File: src/rtl/tlmic_pkg.sv
// Package for the three-level masked interrupt controller.
// Holds transaction codes, register map constants and status word codes.
// No dependencies; used by the request interface, the top level and the testbench.
package tlmic_pkg;

  // Transaction kinds
  typedef enum logic [1:0] {
    KIND_READ  = 2'd0,
    KIND_WRITE = 2'd1,
    KIND_RAISE = 2'd2,
    KIND_CLEAR = 2'd3
  } kind_e;

  // Status word selects (register index or event type)
  localparam logic [1:0] STAT_NRM = 2'd0;
  localparam logic [1:0] STAT_EXT = 2'd1;
  localparam logic [1:0] STAT_ERR = 2'd2;

  localparam int unsigned NUM_STATUS = 3;
  localparam int unsigned NUM_LEVELS = 3;
  localparam int unsigned NUM_MASKS  = NUM_STATUS * NUM_LEVELS;

  // Register map
  localparam logic [3:0] REG_STAT_LAST = 4'd2;
  localparam logic [3:0] REG_MASK_BASE = 4'd3;
  localparam logic [3:0] REG_MASK_LAST = 4'd11;

  // Read-back composition of the normal status word
  localparam logic [31:0] NRM_LOW_BITS    = 32'h3fff_ffff;
  localparam logic [31:0] EXT_SUMMARY_BIT = 32'h4000_0000;
  localparam logic [31:0] ERR_SUMMARY_BIT = 32'h8000_0000;

endpackage

File: src/rtl/tlmic_in_if.sv
// Request channel of the interrupt controller: bus accesses and events.
// Depends on tlmic_pkg for the transaction kind type.
interface tlmic_in_if
  import tlmic_pkg::*;
();
  logic        valid;
  logic        ready;
  kind_e       kind;
  logic [3:0]  reg_index;
  logic [31:0] write_data;
  logic [1:0]  event_type;
  logic [31:0] event_mask;

  modport source (output valid, kind, reg_index, write_data, event_type, event_mask,
                  input ready);
  modport sink   (input valid, kind, reg_index, write_data, event_type, event_mask,
                  output ready);
endinterface

File: src/rtl/tlmic_out_if.sv
// Result channel of the interrupt controller: read data and level requests.
// Depends on nothing but is used alongside tlmic_pkg.
interface tlmic_out_if;
  logic        valid;
  logic        ready;
  logic [31:0] read_data;
  logic        irq_level6;
  logic        irq_level4;
  logic        irq_level2;

  modport source (output valid, read_data, irq_level6, irq_level4, irq_level2,
                  input ready);
  modport sink   (input valid, read_data, irq_level6, irq_level4, irq_level2,
                  output ready);
endinterface

File: src/rtl/three_level_masked_interrupt_controller.sv
// Three-level masked interrupt controller with write-one-to-clear status.
// Uses tlmic_pkg, tlmic_in_if and tlmic_out_if.
//
// Usage:
//   in_i carries one transaction per handshake: a bus read or write of one of
//   twelve registers (three status words, nine level masks), or a raise or
//   clear event on one status word. out_o returns one result per transaction:
//   read data (zero unless a bus read) and the three level requests as they
//   stand after the transaction took effect.
//   A transaction is captured in an input register, then masked OR logic
//   updates the state and loads the result register. Result valid rises when
//   the transaction moves from the input register into the result register;
//   throughput is one transaction per cycle while out_o takes each result,
//   set by the single update stage on the state.
//   When out_o stalls, the result register holds and the input register
//   still takes one more transaction; after that in_i.ready drops until the
//   result is taken.
//   Reset clears all status words, all masks and both stage valid flags; the
//   block accepts a transaction as soon as reset is released.
module three_level_masked_interrupt_controller
  import tlmic_pkg::*;
(
  input  logic        clk_i,
  input  logic        rst_ni,
  tlmic_in_if.sink    in_i,
  tlmic_out_if.source out_o
);

  // Input stage
  logic        in_valid_q;
  kind_e       kind_q;
  logic [3:0]  idx_q;
  logic [31:0] wdata_q;
  logic [1:0]  etype_q;
  logic [31:0] emask_q;

  // State
  logic [31:0] status_q [NUM_STATUS];
  logic [31:0] status_d [NUM_STATUS];
  logic [31:0] masks_q  [NUM_MASKS];
  logic [31:0] masks_d  [NUM_MASKS];

  // Result stage
  logic        out_valid_q;
  logic [31:0] rdata_q, rdata_d;
  logic [NUM_LEVELS-1:0] irq_q, irq_d;

  logic        advance;
  logic [3:0]  mask_sel;

  assign advance    = in_valid_q && (!out_valid_q || out_o.ready);
  assign in_i.ready = !in_valid_q || advance;
  assign mask_sel   = idx_q - REG_MASK_BASE;

  // Capture the incoming transaction
  always_ff @(posedge clk_i or negedge rst_ni) begin
    if (!rst_ni) begin
      in_valid_q <= 1'b0;
    end else if (in_i.ready) begin
      in_valid_q <= in_i.valid;
    end
  end

  always_ff @(posedge clk_i) begin
    if (in_i.ready && in_i.valid) begin
      kind_q  <= in_i.kind;
      idx_q   <= in_i.reg_index;
      wdata_q <= in_i.write_data;
      etype_q <= in_i.event_type;
      emask_q <= in_i.event_mask;
    end
  end

  // Decode the transaction and form the next state and read data
  always_comb begin
    status_d = status_q;
    masks_d  = masks_q;
    rdata_d  = '0;
    case (kind_q)
      KIND_READ: begin
        if (idx_q == 4'(STAT_NRM)) begin
          rdata_d = status_q[STAT_NRM] & NRM_LOW_BITS;
          if (|status_q[STAT_EXT]) rdata_d = rdata_d | EXT_SUMMARY_BIT;
          if (|status_q[STAT_ERR]) rdata_d = rdata_d | ERR_SUMMARY_BIT;
        end else if (idx_q <= REG_STAT_LAST) begin
          rdata_d = status_q[idx_q[1:0]];
        end else if (idx_q <= REG_MASK_LAST) begin
          rdata_d = masks_q[mask_sel];
        end
      end
      KIND_WRITE: begin
        if (idx_q <= REG_STAT_LAST) begin
          status_d[idx_q[1:0]] = status_q[idx_q[1:0]] & ~wdata_q;
        end else if (idx_q <= REG_MASK_LAST) begin
          masks_d[mask_sel] = wdata_q;
        end
      end
      KIND_RAISE: begin
        if (etype_q <= STAT_ERR) begin
          status_d[etype_q] = status_q[etype_q] | emask_q;
        end
      end
      KIND_CLEAR: begin
        if (etype_q <= STAT_ERR) begin
          status_d[etype_q] = status_q[etype_q] & ~emask_q;
        end
      end
      default: begin
        rdata_d = '0;
      end
    endcase
  end

  // Level requests from the updated state; bit 0 is level 2, bit 2 level 6
  always_comb begin
    for (int l = 0; l < NUM_LEVELS; l++) begin
      irq_d[l] = |((status_d[STAT_NRM] & masks_d[NUM_STATUS*l])     |
                   (status_d[STAT_EXT] & masks_d[NUM_STATUS*l + 1]) |
                   (status_d[STAT_ERR] & masks_d[NUM_STATUS*l + 2]));
    end
  end

  // Commit the state
  always_ff @(posedge clk_i or negedge rst_ni) begin
    if (!rst_ni) begin
      for (int s = 0; s < NUM_STATUS; s++) status_q[s] <= '0;
      for (int m = 0; m < NUM_MASKS; m++)  masks_q[m]  <= '0;
    end else if (advance) begin
      status_q <= status_d;
      masks_q  <= masks_d;
    end
  end

  // Result register: load on advance, drop when taken
  always_ff @(posedge clk_i or negedge rst_ni) begin
    if (!rst_ni) begin
      out_valid_q <= 1'b0;
    end else if (advance) begin
      out_valid_q <= 1'b1;
    end else if (out_o.ready) begin
      out_valid_q <= 1'b0;
    end
  end

  always_ff @(posedge clk_i) begin
    if (advance) begin
      rdata_q <= rdata_d;
      irq_q   <= irq_d;
    end
  end

  assign out_o.valid      = out_valid_q;
  assign out_o.read_data  = rdata_q;
  assign out_o.irq_level2 = irq_q[0];
  assign out_o.irq_level4 = irq_q[1];
  assign out_o.irq_level6 = irq_q[2];

  // Hold a pending transaction until it can advance
  a_in_hold: assert property (@(posedge clk_i) disable iff (!rst_ni)
    in_valid_q && !advance |=> in_valid_q)
    else $error("input stage dropped a pending transaction");

  // Non-read transactions return zero read data
  a_rdata_zero: assert property (@(posedge clk_i) disable iff (!rst_ni)
    advance && kind_q != KIND_READ |=> rdata_q == '0)
    else $error("non-read transaction returned nonzero read data");

  // A raise on the error status word leaves its bits set there
  a_raise_sets: assert property (@(posedge clk_i) disable iff (!rst_ni)
    advance && kind_q == KIND_RAISE && etype_q == STAT_ERR |=>
    (status_q[STAT_ERR] & $past(emask_q)) == $past(emask_q))
    else $error("raise did not set error status bits");

  // Level 2 request in the result matches the committed state
  a_level2_match: assert property (@(posedge clk_i) disable iff (!rst_ni)
    advance |=> irq_q[0] == |((status_q[STAT_NRM] & masks_q[0]) |
                              (status_q[STAT_EXT] & masks_q[1]) |
                              (status_q[STAT_ERR] & masks_q[2])))
    else $error("level 2 request disagrees with state");

endmodule

File: src/flat_wrapper.sv
// flat-port wrapper written by rule: the top's interface ports become plain ports
module three_level_masked_interrupt_controller_flat import tlmic_pkg::*;
  (clk_i, rst_ni, in_i_valid, in_i_kind, in_i_reg_index, in_i_write_data, in_i_event_type, in_i_event_mask, in_i_ready, out_o_valid, out_o_read_data, out_o_irq_level6, out_o_irq_level4, out_o_irq_level2, out_o_ready);
  tlmic_in_if in_i_i ();
  tlmic_out_if out_o_i ();
  input  logic clk_i;
  input  logic rst_ni;
  input wire logic [$bits(in_i_i.valid)-1:0] in_i_valid;
  input wire logic [$bits(in_i_i.kind)-1:0] in_i_kind;
  input wire logic [$bits(in_i_i.reg_index)-1:0] in_i_reg_index;
  input wire logic [$bits(in_i_i.write_data)-1:0] in_i_write_data;
  input wire logic [$bits(in_i_i.event_type)-1:0] in_i_event_type;
  input wire logic [$bits(in_i_i.event_mask)-1:0] in_i_event_mask;
  output wire logic [$bits(in_i_i.ready)-1:0] in_i_ready;
  output wire logic [$bits(out_o_i.valid)-1:0] out_o_valid;
  output wire logic [$bits(out_o_i.read_data)-1:0] out_o_read_data;
  output wire logic [$bits(out_o_i.irq_level6)-1:0] out_o_irq_level6;
  output wire logic [$bits(out_o_i.irq_level4)-1:0] out_o_irq_level4;
  output wire logic [$bits(out_o_i.irq_level2)-1:0] out_o_irq_level2;
  input wire logic [$bits(out_o_i.ready)-1:0] out_o_ready;
  assign in_i_i.valid = in_i_valid;
  assign in_i_i.kind = in_i_kind;
  assign in_i_i.reg_index = in_i_reg_index;
  assign in_i_i.write_data = in_i_write_data;
  assign in_i_i.event_type = in_i_event_type;
  assign in_i_i.event_mask = in_i_event_mask;
  assign in_i_ready = in_i_i.ready;
  assign out_o_valid = out_o_i.valid;
  assign out_o_read_data = out_o_i.read_data;
  assign out_o_irq_level6 = out_o_i.irq_level6;
  assign out_o_irq_level4 = out_o_i.irq_level4;
  assign out_o_irq_level2 = out_o_i.irq_level2;
  assign out_o_i.ready = out_o_ready;
  three_level_masked_interrupt_controller u_core (.clk_i(clk_i), .rst_ni(rst_ni), .in_i(in_i_i), .out_o(out_o_i));
endmodule
File: config.mk
export PLATFORM = sky130hd
export DESIGN_NAME = three_level_masked_interrupt_controller_flat
export DESIGN_NICKNAME = d
export VERILOG_FILES = /design/src/rtl/tlmic_pkg.sv /design/src/rtl/tlmic_in_if.sv /design/src/rtl/tlmic_out_if.sv /design/src/rtl/three_level_masked_interrupt_controller.sv /design/src/flat_wrapper.sv
export SDC_FILE = /design/constraint.sdc
export NUM_CORES = 1
export LEC_CHECK = 0
export BUFFER_PORTS_ARGS = -buffer_cell sky130_fd_sc_hd__buf_2
export CAP_MARGIN = 20
export CORE_ASPECT_RATIO = 1.1
export CORE_UTILIZATION = 45
export CTS_BUF_LIST = sky130_fd_sc_hd__clkbuf_8
export CTS_CLUSTER_SIZE = 12
export DETAILED_ROUTE_END_ITERATION = 10
export PLACE_DENSITY_LB_ADDON = 0.25
export SLEW_MARGIN = 5
export SYNTH_ARGS = -nofsm -noshare
export SYNTH_HDL_FRONTEND = slang
export SYNTH_SLANG_ARGS = --single-unit
export TNS_END_PERCENT = 5
File: constraint.sdc
create_clock -name clk_i -period 8.2 [get_ports clk_i]
set_clock_uncertainty 0.15 [all_clocks]
set_input_delay 1.64 -clock clk_i [delete_from_list [all_inputs] [get_ports clk_i]]
set_output_delay 1.64 -clock clk_i [all_outputs]
set_load 0.01 [all_outputs]
* After elaboration in Yosys (flattened, before gate mapping)
Index checks and enable logic that the tools add are counted.
Widths: inputs -> output; s select.
** Storage, ports and cells
- Bits in registers :: 493
- Bits of input ports :: 76
- Output and inout port bits :: 37
** Operators by class
- Add/subtract/negate cells :: 1
- Magnitude comparators :: 9
- Eq/ne operators :: 3
- Mux-type cells :: 33
- Bitwise gates (word level) :: 23
- Reduce and logical (&&, ||, !) cells :: 17
** Operators with widths (number)
- $mux 288 :: 3
- $mux 32 :: 13
- $and 32x32->32 :: 11
- $bwmux 288 :: 1
- $bwmux 96 :: 3
- $mux 96 :: 3
- $pmux 96 s3 :: 1
- $or 32x32->32 :: 7
- $reduce_or 32->1 :: 5
- $bmux 32 s2 :: 2
- $bmux 32 s4 :: 1
- $demux 32 s2 :: 2
- $demux 32 s4 :: 1
- $not 32->32 :: 2
- $mux 31 :: 1
- $ge 3x3->1 const B :: 2
- $lt 3x1->1 const B :: 2
- $not 2->3 :: 2
- $ge 5x5->1 const B :: 1
- $logic_and 1x1->1 :: 5
- $lt 5x1->1 const B :: 1
- $not 4->5 :: 1
- $eq 2x2->1 const B :: 2
- $le 4x2->1 const B :: 1
- other kinds (10) :: 13

* Longest topological paths before layout
- Depth after elaboration :: 14
- Gate-level depth with buffers :: 17

* Worst setup path before layout
OpenSTA, ideal clock, no wires.
- Path kind :: register -> register
- From :: reg u_core.idx_q[0]
- To :: reg u_core.irq_q[1], data pin
- Library setup time :: 0.272 ns
- Data arrival time :: 3.920 ns
- Data required time :: 7.778 ns
- Slack :: 3.858 ns
- Cell stages (with the launch flop) :: 16
- Buffers on the path :: 5
- Cell sequence :: edfxtp_1 > buf_2 > buf_6 > inv_1 > ha_1 > nor2b_1 > buf_2 > o2111ai_1 > a21oi_1 > clkbuf_1 > buf_1 > mux2i_1 > o22ai_1 > nor4_1 > o2111ai_1 > or4_1
** On the way
- Word-level cells in the longest chain between the ends :: 14
- Elaborated cells between the ends (all ways) :: 32
** Ends and longest elaborated chain
- start: declaration :: line three_level_masked_interrupt_controller.sv:32 : logic [3:0] idx_q;
- start signal: assignment :: line three_level_masked_interrupt_controller.sv:67 : idx_q <= in_i.reg_index;
- $sub 4x2->4 :: line three_level_masked_interrupt_controller.sv:53 : assign mask_sel = idx_q - REG_MASK_BASE;
- $not 4->5 (not written as such) :: line three_level_masked_interrupt_controller.sv:95 : masks_d[mask_sel] = wdata_q;
- $ge 5x5->1 (not written as such) / $lt 5x1->1 (equally long branches) :: line three_level_masked_interrupt_controller.sv:95
- $logic_and 1x1->1 (not written as such) :: line three_level_masked_interrupt_controller.sv:95
- $mux 32 (not written as such) :: line three_level_masked_interrupt_controller.sv:95
- $demux 32 s4 :: line three_level_masked_interrupt_controller.sv:95
- $bwmux 288 :: line three_level_masked_interrupt_controller.sv:95
- $mux 288 :: line three_level_masked_interrupt_controller.sv:94 : end else if (idx_q <= REG_MASK_LAST) begin
- $mux 288 :: line three_level_masked_interrupt_controller.sv:92 : if (idx_q <= REG_STAT_LAST) begin
- $mux 288 :: line three_level_masked_interrupt_controller.sv:79 : case (kind_q)
- $and 32x32->32, on equally long branches :: line three_level_masked_interrupt_controller.sv:117, three_level_masked_interrupt_controller.sv:118
- $or 32x32->32 :: line three_level_masked_interrupt_controller.sv:117 : irq_d[l] = |((status_d[STAT_NRM] & masks_d[NUM_STATUS*l]) |
- $or 32x32->32 (*) :: line three_level_masked_interrupt_controller.sv:118 : (status_d[STAT_EXT] & masks_d[NUM_STATUS*l + 1]) |
- $reduce_or 32->1 (*) :: line three_level_masked_interrupt_controller.sv:117
- named net u_core.irq_d[1] :: line three_level_masked_interrupt_controller.sv:46 : logic [NUM_LEVELS-1:0] irq_q, irq_d;
- end signal: assignment :: line three_level_masked_interrupt_controller.sv:148 : irq_q <= irq_d;
- end: declaration :: line three_level_masked_interrupt_controller.sv:46
The timed path passes the listed nets; every way through them passes the cells marked *. The select of a mux whose other input is x is not followed.
A chain may end at the register's enable or synchronous reset.

* Worst setup path after layout
- From :: reg u_core.kind_q[1]
- To :: reg u_core.irq_q[1], data pin
** On the way
- Word-level cells in the longest chain between the ends :: 6
- Elaborated cells between the ends (all ways) :: 11
** Ends and longest elaborated chain
- start: declaration :: line three_level_masked_interrupt_controller.sv:31 : kind_e kind_q;
- start signal: assignment :: line three_level_masked_interrupt_controller.sv:66 : kind_q <= in_i.kind;
- $eq 2x2->1 / $eq 2x1->1 (equally long branches) :: line three_level_masked_interrupt_controller.sv:79
- $pmux 96 s3 / $mux 288 (equally long branches) :: line three_level_masked_interrupt_controller.sv:79
- $and 32x32->32, on equally long branches :: line three_level_masked_interrupt_controller.sv:117, three_level_masked_interrupt_controller.sv:118
- $or 32x32->32 :: line three_level_masked_interrupt_controller.sv:117
- $or 32x32->32 (*) :: line three_level_masked_interrupt_controller.sv:118
- $reduce_or 32->1 (*) :: line three_level_masked_interrupt_controller.sv:117
- named net u_core.irq_d[1] :: line three_level_masked_interrupt_controller.sv:46
The timed path passes the listed nets; every way through them passes the cells marked *.

==> impl_metrics.ini <==
[yosys]
ys_seq_elements = 493
async_flop_share_pct = 78.30
syn_inst = 2666
yosysSeqAreaShare_pct = 43.86
yosysWarnings = 0
ys_top_cells_by_area = dfrtp_1, mux2_2, edfxtp_1
synth_area_per_cell_um2 = 11.01
synth_edf_count = 107
synth.largest_area_cell = dfrtp_1
synth.top_cell.area_share_pct = 32.92
synth.cell_area_mm2 = 0.02935
synth_cell_types = 90
synth_nets = 2748
ys.flop_type = dfrtp_1

[global_routing]
grt_pass1_vias = 25419
grt_antenna_before_repair = 19
grt_pass1_wl_um = 207000
overflow = 0
grt_max_degree = 163
grt_use_total_pct = 45.21

[sta]
slew_headroom_pct = 4.234
timing.hold.ws_ps = 380.4
setup_tns_ps = 0
period_needed_ps = 5707
period_share_pct = 69.60
rsz0062_at_grt = false
finalSetupViolCount = 0
tightestPinTransition_ps = 1436
hold_violations = 0
maxSlewViolCount = 0
fmaxAchievable_ghz = 0.1752

[detailed_routing]
drt-total-wl_um = 151000
dr.pass1.iters = 10
via_count = 26514
vias_per_cell = 7.176
drcViolationCount = 0
drt_iter0_drc = 3604
wl_per_cell_um = 40.88
ant_nets = 0

[die]
ios = 113
chipWidth_um = 245.5
num_rows = 97
coreArea_mm2 = 0.06408
fp.dieArea_mm2 = 0.06624
initial_utilization_pct = 45.79
die_h_um = 269.8

[finish]
synthToLayoutAreaGrowth_pct = 13.18
final_nets = 2852
drive_above_1_share_pct = 30.64
fillers = 5762
final_cells = 3695

[power]
p_sw_mw = 3.207
p_per_area_mw_per_mm2 = 247.1
swShare_pct = 39.06
vdd_drop_max_mv = 0.1833
power_frac_seq_pct = 41.0
internal_power_mw = 5.002
power_frac_comb_pct = 28.8
p_leak_nw = 14.67
p_clk_share_pct = 30.2

[worst_setup_path]
rr_worst_depth = 9
r2r-start = u_core.kind_q[1]
end_kind = register
cp-start-kind = register
crit_arrival_ps = 6050
ff2ff_setup_slack_ps = 2490
required_ps = 8540
worst-path-max-fanout = 23
r2r-end = u_core.irq_q[1]
timing_worst_setup_path_type = reg -> reg

[job]
maxCapViolCount = 0

[clock_tree]
clock_sinks = 493
clk_latency_ps = 740
cts_buffer_depth = 3
post_cts_resized = 0
cts-hold-fix-buffers = 0
post_cts_buffers = 0
cts_made_buffers = 89
cts_tree = built
clkTransAtPathRegs_ps = 80
h-tree-depth = 3
cts_root_buffer = clkbuf_8

[placement]
dp_cells = 3517
portBuffers = 112
dp_hpwl_um = 109300
gp_congestion = 1.086

[min_path]
min_path_cells = 1
worstHoldStart = u_core.masks_q[242]
hold_path.class = reg -> reg
whs_endpoint = u_core.masks_q[242]

[status]
status = complete, no violations
[cell type report]
| type | instances | area, µm² | area share (%) |
|---|---|---|---|
| Inverter | 11 | 41.29 | 0.1243 |
| Sequential cell | 493 | 12870 | 38.76 |
| Antenna cell | 11 | 27.53 | 0.08288 |
| Clock inverter | 54 | 357.8 | 1.077 |
| Clock buffer | 110 | 1514 | 4.558 |
| Multi-Input combinational cell | 1911 | 15590 | 46.95 |
| Timing Repair Buffer | 264 | 1755 | 5.285 |
| Tap cell | 841 | 1052 | 3.168 |
[cells in the final DEF (no fill, tap or decap), types with 9 or more instances in the layout]
cell | netlist | final
nand2b_1 | 14 | 14
o21ai_0 | 144 | 144
clkinv_1 | 1 | 9
o22ai_1 | 128 | 128
a211oi_1 | 14 | 14
nor2_1 | 60 | 52
nor3_1 | 62 | 59
or4_1 | 10 | 10
clkbuf_8 | 0 | 110
nand4_1 | 12 | 12
clkinv_2 | 0 | 12
a221oi_1 | 36 | 31
mux4_2 | 64 | 64
and3_1 | 21 | 21
diode_2 | 0 | 11
o211ai_1 | 11 | 11
o2bb2ai_1 | 11 | 11
edfxtp_1 | 107 | 107
a221o_1 | 12 | 12
buf_2 | 35 | 112
nand3_1 | 21 | 21
a32oi_1 | 9 | 9
a222oi_1 | 21 | 21
dfrtp_1 | 386 | 386
mux2i_1 | 252 | 252
nor2b_1 | 29 | 29
inv_1 | 9 | 31
nand2_1 | 221 | 217
mux2_2 | 346 | 346
nand3b_1 | 33 | 33
a21oi_1 | 138 | 134
nor4_1 | 38 | 38
buf_4 | 7 | 144
o221ai_1 | 9 | 9
[worst max-delay path by stage]
stage / endpoint / from / slack (ps)
floorplan: u_core.irq_q[1] / u_core.idx_q[0] / 3860
CTS: u_core.irq_q[1] / u_core.kind_q[1] / 2670
global placement: u_core.irq_q[0] / u_core.etype_q[1] / 2400
finish: u_core.irq_q[1] / u_core.kind_q[1] / 2490
detailed placement: u_core.irq_q[1] / u_core.kind_q[1] / 2630
global route: u_core.irq_q[0] / u_core.kind_q[1] / 2470
[flip-flops by register name, summed over array words and instances, names as in the netlist]
signal                  count
u_core.emask_q             32
u_core.etype_q              2
u_core.idx_q                4
u_core.in_valid_q           1
u_core.irq_q                3
u_core.kind_q               2
u_core.masks_q            288
u_core.out_o.read_data     32
u_core.out_o.valid          1
u_core.status_q            96
u_core.wdata_q             32
[cells by family (layout without fill, tap and decap cells)]
logic type      count (synthesis)  in the layout  share of synthesized area, %
flops                         493            493                         43.86
buf+inv                       262            439                         3.692
simple gates                  578            578                         10.14
other cells                     0             11                             0
compound gates                655            655                         14.87
mux                           671            671                         27.14
xor+xnor                        1              1                       0.02985
fa+ha+maj                       6              6                        0.2558
[synth_stat cells, drive strengths merged, types with 7 or more instances]
master	number
o2bb2ai	11
nand4	13
or4	10
nor2	62
and3	21
nand3b	33
a31oi	7
nor4	38
edfxtp	107
or2	7
o21ai	151
nor3	64
a22o	8
clkbuf	168
a21oi	141
a22oi	8
dfrtp	386
a221oi	38
o22ai	128
nor2b	30
a222oi	21
a21boi	7
mux4	64
nor3b	10
a211oi	14
mux2	355
a2111oi	7
o221ai	9
a221o	12
o211ai	11
nand2	221
a32oi	9
mux2i	252
inv	10
and3b	8
and2	8
nand2b	14
o22a	8
nand3	21
buf	83
a2bb2o	7
[power by group through the flow]
stage	Combinational (mW)	Sequential [mW]	Clock (mW)
final	2.36	3.37	2.48
after floorplan	1.17	3.12	0
after detailed placement	2.23	3.37	0
after global placement	2.21	3.36	0
after CTS	2.24	3.33	2.51
after global routing	2.40	3.37	2.61
[worst max-delay path: stages, from the launching register on]
cell      delay [ps]
edfxtp_1         360
buf_4            260
nor2b_1          870
nand4_2          470
buf_4            390
a311oi_1         960
o22ai_1          330
or4_1            620
or4_1            500
or4_1            530
[stage by stage]
stage / setup slack (ps) / area, µm² / utilization, % / power, mW
6_report: 2493 / 33210 / 51.83 / 8.208
5_1_grt: 2466 / 33200 / 51.80 / 8.381
4_1_cts: 2669 / 33170 / 51.76 / 8.078
3_5_place_dp: 2630 / 31290 / 48.83 / 5.603
3_3_place_gp: 2399 / 31260 / 48.78 / 5.577
2_1_floorplan: 3858 / 29350 / - / 4.297
[metal layers]
| metal | up-vias | routed length, µm | global-route usage [%] |
|---|---|---|---|
| li1 | 10517 | - | - |
| met1 | 13447 | 56190 | 56.58 |
| met2 | 1985 | 66290 | 68.14 |
| met3 | 559 | 16250 | 12.04 |
| met4 | 6 | 12280 | 30.71 |
| met5 | - | 33 | 0 |
No activity file was read; power rests on OpenSTA's default activity.
